File: config.mk
export PLATFORM = sky130hd
export DESIGN_NAME = link_event_coalescer_unit
export DESIGN_NICKNAME = d
export VERILOG_FILES = /design/src/sv/lec_pkg.sv /design/src/sv/lec_ctrl.sv /design/src/sv/lec_datapath.sv /design/src/sv/link_event_coalescer_unit.sv
export VERILOG_INCLUDE_DIRS = /design/src /design/src/sv
export SDC_FILE = /design/constraint.sdc
export NUM_CORES = 1
export LEC_CHECK = 0
export BUFFER_PORTS_ARGS = -buffer_cell sky130_fd_sc_hd__buf_2
export CAP_MARGIN = 10
export CORE_ASPECT_RATIO = 0.75
export CORE_MARGIN = 5
export CORE_UTILIZATION = 55
export DETAILED_ROUTE_END_ITERATION = 8
export GPL_TIMING_DRIVEN = 0
export PLACE_DENSITY = 0.78
export SYNTH_ARGS = -nofsm -noshare
export SYNTH_HDL_FRONTEND = slang
export SYNTH_SLANG_ARGS = --single-unit
File: constraint.sdc
create_clock -name clk -period 5.15 [get_ports clk]
set_clock_uncertainty 0.05 [all_clocks]
set_input_delay 1.03 -clock clk [delete_from_list [all_inputs] [get_ports clk]]
set_output_delay 1.03 -clock clk [all_outputs]
set_load 0.02 [all_outputs]
File: src/sv/link_event_coalescer_unit_defines.svh
// Assertion macros for the link event coalescer RTL, used by its top level.
`ifndef LINK_EVENT_COALESCER_UNIT_DEFINES_SVH
`define LINK_EVENT_COALESCER_UNIT_DEFINES_SVH

// Same-cycle implication, checked on every rising edge outside reset.
`define LEC_ASSERT_NOW(label, ante, cons, msg) \
  label: assert property (@(posedge clk) disable iff (rst) (ante) |-> (cons)) \
    else $error(msg);

// Next-cycle implication, checked on every rising edge outside reset.
`define LEC_ASSERT_NEXT(label, ante, cons, msg) \
  label: assert property (@(posedge clk) disable iff (rst) (ante) |=> (cons)) \
    else $error(msg);

`endif

File: src/sv/lec_pkg.sv
// Types and constants shared by the link event coalescer modules.
package lec_pkg;

  // Port number width is fixed by the event format; every port number is in range.
  localparam int PORT_W      = 4;
  localparam int PORTS       = 1 << PORT_W;
  localparam int QUEUE_DEPTH = 16;
  localparam int IDX_W       = (QUEUE_DEPTH > 1) ? $clog2(QUEUE_DEPTH) : 1;
  localparam int CNT_W       = $clog2(QUEUE_DEPTH + 1);
  localparam int HOLD_W      = 16;
  localparam int TIME_W      = 32;
  localparam logic [HOLD_W-1:0] HOLD_RESET = 16'd250;

  // Input kinds
  localparam logic KIND_EVENT = 1'b0;
  localparam logic KIND_TICK  = 1'b1;

  // Bit positions inside a recorded port status
  localparam int ST_CARRIER = 0;
  localparam int ST_DORMANT = 1;
  localparam int ST_STACKED = 2;
  localparam int ST_DMODE   = 3;
  localparam int ST_ADMIN   = 4;

  // Operating states
  localparam logic [2:0] OPER_UNKNOWN    = 3'd0;
  localparam logic [2:0] OPER_DOWN       = 3'd1;
  localparam logic [2:0] OPER_LOWER_DOWN = 3'd2;
  localparam logic [2:0] OPER_DORMANT    = 3'd3;
  localparam logic [2:0] OPER_UP         = 3'd4;

  // Queueing actions
  localparam logic [1:0] ACT_NONE       = 2'd0;
  localparam logic [1:0] ACT_ACTIVATE   = 2'd1;
  localparam logic [1:0] ACT_DEACTIVATE = 2'd2;

  typedef struct packed {
    logic              kind;
    logic [PORT_W-1:0] port;
    logic              carrier_ok;
    logic              dormant;
    logic              stacked;
    logic              dormant_mode;
    logic              admin_up;
  } in_item_t;

  typedef struct packed {
    logic [PORT_W-1:0] out_port;
    logic [2:0]        oper_state;
    logic              state_changed;
    logic [1:0]        action;
    logic              notify;
    logic              last;
  } out_item_t;

  // Controller to datapath
  typedef struct packed {
    logic event_take;
    logic tick_take;
    logic pop;
  } lec_cmd_t;

  // Datapath to controller
  typedef struct packed {
    logic fire;
    logic has_items;
    logic last;
  } lec_sts_t;

endpackage

File: src/sv/lec_ctrl.sv
// Controller: input/output handshakes and the drain sequencer.
module lec_ctrl (
  input  logic                clk,
  input  logic                rst,
  input  logic                in_valid,
  input  logic                in_kind,
  output logic                in_ready,
  output logic                out_valid,
  input  logic                out_ready,
  input  lec_pkg::lec_sts_t   sts,
  output lec_pkg::lec_cmd_t   cmd
);

  localparam logic [0:0] S_IDLE  = 1'b0;
  localparam logic [0:0] S_DRAIN = 1'b1;

  logic [0:0] state;
  logic [0:0] state_next;
  logic       out_valid_next;

  // Next state, commands and ready
  always_comb begin
    state_next     = state;
    cmd            = '0;
    in_ready       = 1'b0;
    out_valid_next = out_valid & ~out_ready;
    unique case (state)
      S_IDLE: begin
        in_ready = 1'b1;
        if (in_valid) begin
          if (in_kind == lec_pkg::KIND_TICK) begin
            cmd.tick_take = 1'b1;
            if (sts.fire && sts.has_items) begin
              state_next = S_DRAIN;
            end
          end else begin
            cmd.event_take = 1'b1;
          end
        end
      end
      S_DRAIN: begin
        // one queued port per cycle whenever the output register is free
        if (!out_valid || out_ready) begin
          cmd.pop        = 1'b1;
          out_valid_next = 1'b1;
          if (sts.last) begin
            state_next = S_IDLE;
          end
        end
      end
      default: begin
        state_next = S_IDLE;
      end
    endcase
  end

  // State and output valid
  always_ff @(posedge clk) begin
    if (rst) begin
      state     <= S_IDLE;
      out_valid <= 1'b0;
    end else begin
      state     <= state_next;
      out_valid <= out_valid_next;
    end
  end

endmodule

File: src/sv/lec_datapath.sv
// Datapath: port tables, event FIFO, drain timer and result register.
module lec_datapath (
  input  logic                                clk,
  input  logic                                rst,
  input  lec_pkg::in_item_t                   in_data,
  input  logic                                cfg_we,
  input  logic [lec_pkg::HOLD_W-1:0]          cfg_data,
  input  lec_pkg::lec_cmd_t                   cmd,
  output lec_pkg::lec_sts_t                   sts,
  output lec_pkg::out_item_t                  out_data
);

  logic [lec_pkg::HOLD_W-1:0] hold_ticks;
  logic [lec_pkg::PORTS-1:0]  pending_bits;
  logic [4:0]                 port_status [lec_pkg::PORTS];
  logic [2:0]                 port_oper   [lec_pkg::PORTS];
  logic [lec_pkg::PORT_W-1:0] event_fifo  [lec_pkg::QUEUE_DEPTH];
  logic [lec_pkg::IDX_W-1:0]  fifo_head;
  logic [lec_pkg::IDX_W-1:0]  fifo_tail;
  logic [lec_pkg::CNT_W-1:0]  fifo_count;
  logic                       drain_armed;
  logic [lec_pkg::TIME_W-1:0] now_ticks;
  logic [lec_pkg::TIME_W-1:0] next_allowed;
  logic [lec_pkg::TIME_W-1:0] drain_due;

  logic [lec_pkg::PORT_W-1:0] ev_port;
  logic [4:0]                 ev_status;
  logic                       fifo_full;
  logic                       enqueue;
  logic [lec_pkg::TIME_W-1:0] now_inc;
  logic [lec_pkg::TIME_W-1:0] tick_gap;
  logic [lec_pkg::TIME_W-1:0] wait_gap;
  logic                       delay_ok;
  logic                       fire;
  logic [lec_pkg::IDX_W-1:0]  head_inc;
  logic [lec_pkg::IDX_W-1:0]  tail_inc;
  logic [lec_pkg::PORT_W-1:0] dr_port;
  logic [4:0]                 dr_status;
  logic [2:0]                 dr_natural;
  logic [2:0]                 dr_old;
  logic                       dr_changed;
  logic [2:0]                 dr_oper;

  // RFC 2863 state from carrier, dormant and stacking
  function automatic logic [2:0] natural_state(input logic [4:0] st);
    logic [2:0] op;
    if (!st[lec_pkg::ST_CARRIER]) begin
      op = st[lec_pkg::ST_STACKED] ? lec_pkg::OPER_LOWER_DOWN : lec_pkg::OPER_DOWN;
    end else if (st[lec_pkg::ST_DORMANT]) begin
      op = lec_pkg::OPER_DORMANT;
    end else begin
      op = lec_pkg::OPER_UP;
    end
    return op;
  endfunction

  // Event side
  assign ev_port   = in_data.port;
  assign ev_status = {in_data.admin_up, in_data.dormant_mode, in_data.stacked,
                      in_data.dormant, in_data.carrier_ok};
  assign fifo_full = (fifo_count == lec_pkg::CNT_W'(lec_pkg::QUEUE_DEPTH));
  assign enqueue   = cmd.event_take && !pending_bits[ev_port] && !fifo_full;

  // Drain timing; wrapping 32-bit arithmetic
  assign now_inc  = now_ticks + lec_pkg::TIME_W'(1);
  assign tick_gap = now_inc - drain_due;
  assign fire     = drain_armed && !tick_gap[lec_pkg::TIME_W-1];
  assign wait_gap = next_allowed - now_ticks;
  assign delay_ok = (wait_gap <= lec_pkg::TIME_W'(hold_ticks));

  // FIFO pointers wrap at the queue depth
  assign head_inc = (fifo_head == lec_pkg::IDX_W'(lec_pkg::QUEUE_DEPTH - 1)) ?
                    '0 : fifo_head + lec_pkg::IDX_W'(1);
  assign tail_inc = (fifo_tail == lec_pkg::IDX_W'(lec_pkg::QUEUE_DEPTH - 1)) ?
                    '0 : fifo_tail + lec_pkg::IDX_W'(1);

  // Drain step for the port at the FIFO head
  assign dr_port    = event_fifo[fifo_head];
  assign dr_status  = port_status[dr_port];
  assign dr_natural = natural_state(dr_status);
  assign dr_old     = port_oper[dr_port];
  assign dr_changed = (dr_natural != dr_old);

  always_comb begin
    dr_oper = dr_old;
    if (dr_changed) begin
      // dormant mode promotes up to dormant
      if (dr_status[lec_pkg::ST_DMODE] && dr_natural == lec_pkg::OPER_UP) begin
        dr_oper = lec_pkg::OPER_DORMANT;
      end else begin
        dr_oper = dr_natural;
      end
    end
  end

  assign sts.fire      = fire;
  assign sts.has_items = (fifo_count != '0);
  assign sts.last      = (fifo_count == lec_pkg::CNT_W'(1));

  // Control state and port tables
  always_ff @(posedge clk) begin
    if (rst) begin
      hold_ticks   <= lec_pkg::HOLD_RESET;
      pending_bits <= '0;
      for (int i = 0; i < lec_pkg::PORTS; i++) begin
        port_status[i] <= '0;
        port_oper[i]   <= lec_pkg::OPER_UNKNOWN;
      end
      fifo_head    <= '0;
      fifo_tail    <= '0;
      fifo_count   <= '0;
      drain_armed  <= 1'b0;
      now_ticks    <= '0;
      next_allowed <= '0;
      drain_due    <= '0;
    end else begin
      if (cfg_we) begin
        hold_ticks <= cfg_data;
      end
      if (cmd.event_take) begin
        port_status[ev_port] <= ev_status;
      end
      if (enqueue) begin
        pending_bits[ev_port] <= 1'b1;
        fifo_tail             <= tail_inc;
        fifo_count            <= fifo_count + lec_pkg::CNT_W'(1);
        if (!drain_armed) begin
          drain_armed <= 1'b1;
          // delay above the hold period collapses to zero
          drain_due   <= delay_ok ? next_allowed : now_ticks;
        end
      end
      if (cmd.tick_take) begin
        now_ticks <= now_inc;
        if (fire) begin
          next_allowed <= now_inc + lec_pkg::TIME_W'(hold_ticks);
          drain_armed  <= 1'b0;
        end
      end
      if (cmd.pop) begin
        pending_bits[dr_port] <= 1'b0;
        if (dr_changed) begin
          port_oper[dr_port] <= dr_oper;
        end
        fifo_head  <= head_inc;
        fifo_count <= fifo_count - lec_pkg::CNT_W'(1);
      end
    end
  end

  // FIFO storage and result register
  always_ff @(posedge clk) begin
    if (enqueue) begin
      event_fifo[fifo_tail] <= ev_port;
    end
    if (cmd.pop) begin
      out_data.out_port      <= dr_port;
      out_data.oper_state    <= dr_oper;
      out_data.state_changed <= dr_changed;
      out_data.notify        <= dr_status[lec_pkg::ST_ADMIN];
      out_data.last          <= (fifo_count == lec_pkg::CNT_W'(1));
      if (dr_status[lec_pkg::ST_ADMIN]) begin
        out_data.action <= dr_status[lec_pkg::ST_CARRIER] ?
                           lec_pkg::ACT_ACTIVATE : lec_pkg::ACT_DEACTIVATE;
      end else begin
        out_data.action <= lec_pkg::ACT_NONE;
      end
    end
  end

endmodule

File: src/sv/link_event_coalescer_unit.sv
// Top level of the link event coalescer: controller plus datapath.
//
//   channel   direction  handshake              payload
//   in        input      in_valid / in_ready    in_data   (lec_pkg::in_item_t)
//   out       output     out_valid / out_ready  out_data  (lec_pkg::out_item_t)
//   cfg       input      cfg_valid / cfg_ready  cfg_data  (hold_ticks, 16 bits)
//
// An event or a tick is taken while idle. A firing tick sends the queued ports
// through the result register, one port per cycle while the output is free, by the
// single drain sequencer; input is held off until the last port is out.
// A stalled output holds the drain; the final result may wait while input resumes.
// Reset is synchronous and clears all tables at once; cfg_ready is always high.
module link_event_coalescer_unit (
  input  logic                          clk,
  input  logic                          rst,
  input  logic                          in_valid,
  output logic                          in_ready,
  input  lec_pkg::in_item_t             in_data,
  output logic                          out_valid,
  input  logic                          out_ready,
  output lec_pkg::out_item_t            out_data,
  input  logic                          cfg_valid,
  output logic                          cfg_ready,
  input  logic [lec_pkg::HOLD_W-1:0]    cfg_data
);

  `include "link_event_coalescer_unit_defines.svh"

  lec_pkg::lec_cmd_t cmd;
  lec_pkg::lec_sts_t sts;

  assign cfg_ready = 1'b1;

  lec_ctrl u_ctrl (
    .clk       (clk),
    .rst       (rst),
    .in_valid  (in_valid),
    .in_kind   (in_data.kind),
    .in_ready  (in_ready),
    .out_valid (out_valid),
    .out_ready (out_ready),
    .sts       (sts),
    .cmd       (cmd)
  );

  lec_datapath u_datapath (
    .clk      (clk),
    .rst      (rst),
    .in_data  (in_data),
    .cfg_we   (cfg_valid & cfg_ready),
    .cfg_data (cfg_data),
    .cmd      (cmd),
    .sts      (sts),
    .out_data (out_data)
  );

  // A drain step never overwrites a result that has not been taken
  `LEC_ASSERT_NOW(a_pop_slot_free, cmd.pop, (!out_valid || out_ready), "drain overwrote result")
  // Input is held off while the FIFO drains
  `LEC_ASSERT_NOW(a_no_input_in_drain, cmd.pop, !in_ready, "input open during drain")
  // The last drained port returns the block to taking input
  `LEC_ASSERT_NEXT(a_drain_ends, (cmd.pop && sts.last), in_ready, "drain did not end")
  // A firing tick with queued ports starts a drain
  `LEC_ASSERT_NEXT(a_tick_starts_drain,
    (cmd.tick_take && sts.fire && sts.has_items), !in_ready, "firing tick started no drain")

endmodule
==> results of run 1 <==
[metrics by stage]
step / instances / setup TNS, ps / total power [mW]
global placement: 2626 / -74110 / 4.110
detailed placement: 2630 / -90380 / 4.141
global route: 2708 / -604.0 / 7.301
floorplan: 2080 / 0 / 3.806
CTS: 2705 / 0 / 7.005
finish: 2708 / -41.10 / 7.117
[cells in the final DEF (no fill, tap or decap), drive strengths merged, types with 90 or more instances in the layout]
| cell | netlist | final |
|---|---|---|
| a21oi | 90 | 90 |
| buf | 36 | 98 |
| clkbuf | 94 | 137 |
| dfxtp | 148 | 148 |
| edfxtp | 204 | 204 |
| ha | 103 | 103 |
| inv | 113 | 115 |
| nand2 | 162 | 162 |
| nor2 | 147 | 147 |
| o21ai | 101 | 101 |
[sequential cells by signal (all words and copies together), names as in the netlist, named ones only]
register,cells
u_ctrl.out_valid,1
u_datapath.out_data,12
u_datapath.drain_armed,1
u_datapath.pending_bits,16
u_datapath.port_status,80
u_datapath.fifo_head,4
u_datapath.port_oper,48
u_datapath.hold_ticks,16
u_datapath.next_allowed,32
u_datapath.now_ticks,32
u_datapath.fifo_tail,4
u_datapath.drain_due,32
u_datapath.fifo_count,5
u_ctrl.state,1
u_datapath.event_fifo,64
[critical path: cells and delay by family, from the launching register on]
kind | cells | cell delay (ps)
AO/OA/AOI/OAI | 3 | 620
XOR/XNOR | 1 | 200
adder cells (fa/ha/maj) | 2 | 610
buffers and inverters | 2 | 350
flip-flops | 1 | 450
multiplexers | 1 | 190
AND/OR/NAND/NOR | 9 | 2580
[logic make-up after synthesis]
family                     synth area share
other                             0.0001830
muxes                               0.06978
adders and majority gates           0.06483
AOI/OAI and AO/OA                    0.1453
DFF                                  0.4434
and+or+nand+nor                      0.1820
xor gates and xnor gates            0.04316
buffers and inverters               0.05134
[timing repair]
item | in CTS | in global routing
resized for setup | 45 | 79
setup endpoints to repair | 147 | 152
pin swaps | 6 | 9
setup buffers | 8 | 6
[power by group]
group          switching (mW)  total [mW]  internal [mW]
combinational           0.791        1.15          0.360
sequential             0.0420        3.09           3.05
clock                    1.18        2.88           1.70
total                    2.01        7.12           5.11
[synth_stat cells (63+ instances only)]
library cell | number | share of area
edfxtp_1 | 204 | 0.30
clkbuf_1 | 94 | 0.017
o21ai_0 | 99 | 0.024
dfxtp_1 | 148 | 0.14
xnor2_1 | 82 | 0.035
ha_1 | 103 | 0.063
nor2_1 | 147 | 0.027
inv_1 | 107 | 0.020
a21oi_1 | 90 | 0.022
nand4_1 | 64 | 0.020
mux2i_1 | 63 | 0.031
nand2_1 | 161 | 0.029
and2_1 | 86 | 0.026
[metal layers]
| metal | wire, µm | vias to the layer above | track usage |
|---|---|---|---|
| met5 | 0 | - | 0 |
| met1 | 27510 | 8585 | 0.4456 |
| li1 | - | 7886 | - |
| met4 | 1439 | 0 | 0.07749 |
| met2 | 26110 | 1069 | 0.4189 |
| met3 | 7881 | 126 | 0.07634 |
[area by class of cell]
cell class                 instances  area, µm²
buffer                           125      640.6
clock buffer                      50       1057
clock inverter                    19      229.0
fill                            3048      13780
inverter                         114      427.9
multi-input combinational       1484      10710
sequential                       352       9109
tap                              504      630.6
timing repair buffer              60      352.8
[worst max-delay path by stage]
stage	startpoint	end	cells past startpoint
floorplan	u_datapath.now_ticks[0]	u_datapath.next_allowed[10]	17
global placement	u_datapath.now_ticks[1]	u_datapath.next_allowed[19]	17
detailed placement	u_datapath.now_ticks[1]	u_datapath.next_allowed[9]	17
CTS	u_datapath.now_ticks[2]	u_datapath.next_allowed[23]	16
global route	u_datapath.now_ticks[10]	u_datapath.drain_due[16]	23
finish	u_datapath.now_ticks[0]	u_datapath.next_allowed[20]	18
==> impl_results.md, run 1 <==
* Syn Inst Count at 2080
* Number of synthesized flops with an enable pin at 204
* CTS tree: yes
* Post-synth ARST share at 0
* Largest net degree at the start of global routing at 22
* Reg2Reg Capture Point: u_datapath.next_allowed[20]
* Min-delay src: u_datapath.next_allowed[29]
* HPWL Detailed at between 40000 and 50000 µm
* GR Overflow Total at 0
* Final ANT Viol Nets at 0
* PortBufs at 42
* Final Hold Vio Count at 0
* Final core occ at 0.6269
* Worst-case reg-to-reg path depth at 18
* Post-synthesis cell area at 20500 µm²
* Die Area at approximately 41000 µm²
* Main flop type after synthesis: edfxtp_1
* Hold depth at 2
* Syn nets at 2216
* Leak Pwr at 8.733 nW
* Netlist cell types at 86
* Worst-Margin Slew at around 1300 ps
* Worst Path Arrival at around 5600 ps
* Die height at 177.2 µm
* Sequential fraction of the synthesis area at 0.4434
* Layout cells sized above 1 at 0.1397
* H-tree depth at 2
* Hold EP: u_datapath.next_allowed[29]
* Area post-placement at 21360 µm²
* VDD IR max at 0.0001941 V
* N_diodes at 0
* #FFs+latches synth at 352
* Nets at 2311
* Core Area at 36940 µm²
* Clk pin slew, worst setup/hold paths at 60 ps
* WS Path Type: register to register
* Place WS at -1555 ps
* Slew headroom at 0.1107
* Hold_buf cts at 0
* Vias in the first global route at 16435
* Total CTS buffers at 38
* GRT Total Usage at 0.2941
* Setup crit end kind: register
* Period utilization at 1.004
* # clock sinks at around 350
* Startpoint Class: register
* Crit-path most repeated cell: buf_4
* Vias at around 18000
* WL final at approximately 63000 µm
* DR vias/cell at 6.524
* Max Fanout on Critical Path at 7
* Final Wtd Congestion at 1.052
* DRT Pass-1 Iters at 6
* Final instance area at around 23000 µm²
* Die width at 232.9 µm
* Crit path cell chain: ha_2 > nand2_2 > or4_4 > nor3_4 > nand2_1 > xnor2_1 > ha_1 > nand4_1 > or2_2 > nor2_1 > nand3_2 > a311oi_2 > o21ai_2 > mux2i_2 > buf_4 > buf_4 > or3b_2 > a21oi_1
* Area growth syn-to-layout at 12.98%
* Failing checks: setup timing
* PwrDens at 307.3 nW/µm²
* Global-route wire length before repair at around 94000 µm
* IO Count at 46
* Yosys warns at 0
* Max-Cap Viols at 0
* CP max stage delay at approximately 660 ps
* Worst r2r src: u_datapath.now_ticks[0]
* Root Buffer: clkbuf_16
* Setup ws final at -22.76 ps
* Avg Inst Size Synth at 9.854 µm²
* Slew Limit Fails at 0
* Initial antenna violation count at 0
* Worst Hold Class: register to register
* Reg2Reg Setup Slack at -20 ps
* Status: complete, but fails checks
* Max clock buf depth at 3
* DRT iter0 DRCs at approximately 2300
* Cell row count at 61
* Final setup violation count at 4
* Initial Util at 0.5548
* Max frequency at 193.3 MHz
* DR WL/cell at 23.24 µm
* WHS at about 450 ps
* Critical Path RT at ~5600 ps
* Period minus WS final at approximately 5200 ps
* Slowest cell on the critical path: or4_4
* Remaining DRCs at 0
* Clk Latency, worst-skew pair at approximately 550 ps
Note: power is estimated with default switching activity, not from simulation.
==> run 2: changes to the inputs <==
--- a/config.mk
+++ b/config.mk
@@ -10,10 +10,11 @@
 export CAP_MARGIN = 10
 export CORE_ASPECT_RATIO = 0.75
 export CORE_MARGIN = 5
-export CORE_UTILIZATION = 55
+export CORE_UTILIZATION = 25
+export CTS_BUF_LIST = sky130_fd_sc_hd__clkbuf_8
 export DETAILED_ROUTE_END_ITERATION = 8
 export GPL_TIMING_DRIVEN = 0
-export PLACE_DENSITY = 0.78
+export PLACE_DENSITY = 0.46
 export SYNTH_ARGS = -nofsm -noshare
 export SYNTH_HDL_FRONTEND = slang
 export SYNTH_SLANG_ARGS = --single-unit
==> run 2 against run 1 <==
  * The flow now finishes without violations
  * Sequential share of layout area fell by 2.0 points
  * Non-clock buffer count rose by 12
  * Power rose by 1.0%
  * Setup slack improved by 28 ps
  * Via count fell by 2.4%
  * Combinational power rose by 10%
  * Sequential cell count did not move
  * Clock power fell by 2%
==> impl_results.md, run 2 (synthesis results as in run 1) <==
* Status: finished clean
* Biggest register: u_datapath.port_status
* Max-Cap Viols at 0 (unchanged)
* Leak Pwr at 9.052 nW (+3.7%)
* Slew Limit Fails at 0 (unchanged)
* H-tree depth at 3 (+1)
* Vias at 17247 (-2.4%)
* Vias in the first global route at 16705 (+1.6%)
* Worst Hold Class: register to register
* Total CTS buffers at 70 (+84%)
* Initial Util at 0.2507 (-0.3041)
* Nets at 2355 (+1.9%)
* Final Hold Vio Count at 0 (unchanged)
* DP Cell Count at 3196 (+22%)
* Largest registers: u_datapath.port_status (80), u_datapath.event_fifo (64), u_datapath.port_oper (48)
* Startpoint Class: register
* Critical Path RT at 5660 ps (+110 ps)
* Worst Setup SP: u_datapath.now_ticks[10]
* PwrDens at 294.8 nW/µm² (-4.1%)
* Final setup violation count at 0 (-4)
* Die Area at 87870 µm² (+110%)
* Buf/Inv on CP at 4 (+2)
* GRT Total Usage at 0.1533 (-0.1408)
* Largest net degree at the start of global routing at 22 (unchanged)
* VDD IR max at 0.0001336 V (-31%)
* Slew headroom at 0.1716 (+0.06092)
* Hold EP: u_datapath.drain_due[6]
* Worst Path Arrival at 5660 ps (+80 ps)
* Cell row count at 91 (+49%)
* Max FFs per register at 80 (unchanged)
* Remaining DRCs at 0 (unchanged)
* Worst r2r src: u_datapath.now_ticks[10]
* IO Count at 46 (unchanged)
* DR WL/cell at 20.77 µm (-11%)
* Most common cell after layout, fill and taps aside: edfxtp_1
* Initial antenna violation count at 0 (unchanged)
* Worst-Margin Slew at 1237 ps (-86.65 ps)
* DRT Pass-1 Iters at 5 (-1)
* Die width at 340.6 µm (+46%)
* Worst-case reg-to-reg path depth at 22 (+4)
* PortBufs at 42 (unchanged)
* Clk Latency, worst-skew pair at 650 ps (+100 ps)
* Root Buffer: clkbuf_8
* Slowest cell on the critical path: dfxtp_1
* Clk pin slew, worst setup/hold paths at 60 ps (about the same)
* Area growth syn-to-layout at 19.00%
* DRT iter0 DRCs at 1820 (-19%)
* Commonest non-fill, non-tap cells in the layout: 204 x edfxtp_1, 161 x nand2_1, 143 x nor2_1
* Max Fanout on Critical Path at 6 (-1)
* WS Path Type: register to register
* Layout cells sized above 1 at 0.1660 (+0.02626)
* Core Area at 81750 µm² (+120%)
* Crit path max-delay family: simple AND/OR/NAND/NOR gates
* Crit path cell chain: inv_1 > ha_1 > a21oi_4 > o21ai_1 > nor3_1 > a21oi_2 > nor2_1 > xnor2_1 > ha_1 > nand4_1 > buf_6 > nor4_4 > nor2_1 > o31ai_2 > o2111ai_1 > nand4bb_1 > nor3_2 > and4_4 > buf_12 > buf_12 > nand4_1 > a31oi_1
* # clock sinks at 352 (unchanged)
* Final Wtd Congestion at 0.8848 (-16%)
* Period utilization at 0.9989 (-0.005496)
* Max frequency at 194.4 MHz (+0.55%)
* CTS tree: yes
* Setup TNS at 0 ps (+41.10 ps)
* HPWL Detailed at 51310 µm (+11%)
* Period minus WS final at 5144 ps (-28.31 ps)
* Layout Cells excl Fill at 3341 (+23%)
* Hold_buf cts at 0 (unchanged)
* Reg2Reg Capture Point: u_datapath.drain_due[12]
* Max clock buf depth at 3 (unchanged)
* Setup crit end kind: register
* DR vias/cell at 5.162 (-21%)
* Reg2Reg Setup Slack at 6 ps (+30 ps)
* Die height at 258.0 µm (+46%)
* GR Overflow Total at 0 (unchanged)
* Hold depth at 2 (unchanged)
* Unrepaired setup endpoints after global routing: yes
* Min-delay src: u_datapath.next_allowed[6]
* CP max stage delay at 410 ps (-250 ps)
* Final ANT Viol Nets at 0 (unchanged)
* WL final at 69380 µm (+10%)
* Global-route wire length before repair at 104500 µm (+11%)
==> run 2: cell types whose count changed in the layout (fill, tap and decap cells not counted), sizes merged <==
| cell | delta |
|---|---|
| buf | +17 |
| bufinv | -5 |
| clkbuf | +33 |
| clkinv | +1 |
| clkinvlp | -1 |
| diode | +1 |
| inv | +22 |
==> run 2: worst max path at each step <==
stage	end	slack, ps	cells after the start
after CTS	u_datapath.next_allowed[21]	8	19
after global routing	u_datapath.drain_due[5]	-210	22
final	u_datapath.drain_due[12]	6	22
after floorplan	u_datapath.next_allowed[10]	450	17
after global placement	u_datapath.drain_due[23]	-1660	21
after detailed placement	u_datapath.drain_due[23]	-1640	21
==> run 2: report_power, final <==
| group | total, mW | internal, mW | switching [mW] |
|---|---|---|---|
| combinational | 1.27 | 0.414 | 0.861 |
| sequential | 3.09 | 3.05 | 0.0402 |
| clock | 2.83 | 1.53 | 1.29 |
| total | 7.19 | 4.99 | 2.19 |
==> run 2: final cells by class <==
class                           instances  area (µm²)
Clock buffer                           88        1211
Fill cell                            8457       57360
Clock inverter                         36       155.1
Multi-Input combinational cell       1484       10940
Inverter                              114       427.9
Sequential cell                       352        9111
Buffer                                122       694.4
Tap cell                             1069        1338
Antenna cell                            1       2.502
Timing Repair Buffer                   75       510.5
==> run 2: per-stage QoR <==
| step | util | setup slack (ps) | hold slack [ps] | power, mW | area, µm² |
|---|---|---|---|---|---|
| 2_1_floorplan | - | 450.8 | 399.5 | 3.806 | 20500 |
| 3_3_place_gp | 0.2696 | -1663 | 451.3 | 4.160 | 22040 |
| 3_5_place_dp | 0.2702 | -1640 | 458.5 | 4.175 | 22090 |
| 4_1_cts | 0.2898 | 8.451 | 465.7 | 7.059 | 23690 |
| 5_1_grt | 0.2983 | -213.4 | 490.6 | 7.480 | 24390 |
| 6_report | 0.2984 | 5.547 | 466.2 | 7.189 | 24390 |
==> run 2: worst register-to-register path: stages, from the launching register on <==
cell and delay (ps):
dfxtp_1 410, inv_1 110, ha_1 400, a21oi_4 230
o21ai_1 210, nor3_1 350, a21oi_2 130, nor2_1 140
xnor2_1 100, ha_1 310, nand4_1 110, buf_6 160
nor4_4 370, nor2_1 110, o31ai_2 120, o2111ai_1 200
nand4bb_1 310, nor3_2 270, and4_4 400, buf_12 160
buf_12 110, nand4_1 100, a31oi_1 210
==> run 2: what timing repair did <==
item / 4_1_cts / 5_1_grt
buffers inserted: 7 / 18
pin swaps: 6 / 46
gates cloned: 0 / 3
setup endpoints to repair: 144 / 151
gates resized for setup: 55 / 124
==> run 2: metal layers <==
metal / share of wire / GRT usage / vias up
li1: - / - / 7989
met1: 0.49 / 0.2334 / 8521
met2: 0.41 / 0.2180 / 627
met3: 0.075 / 0.03398 / 110
met4: 0.021 / 0.03766 / 0
met5: 0 / 0 / -
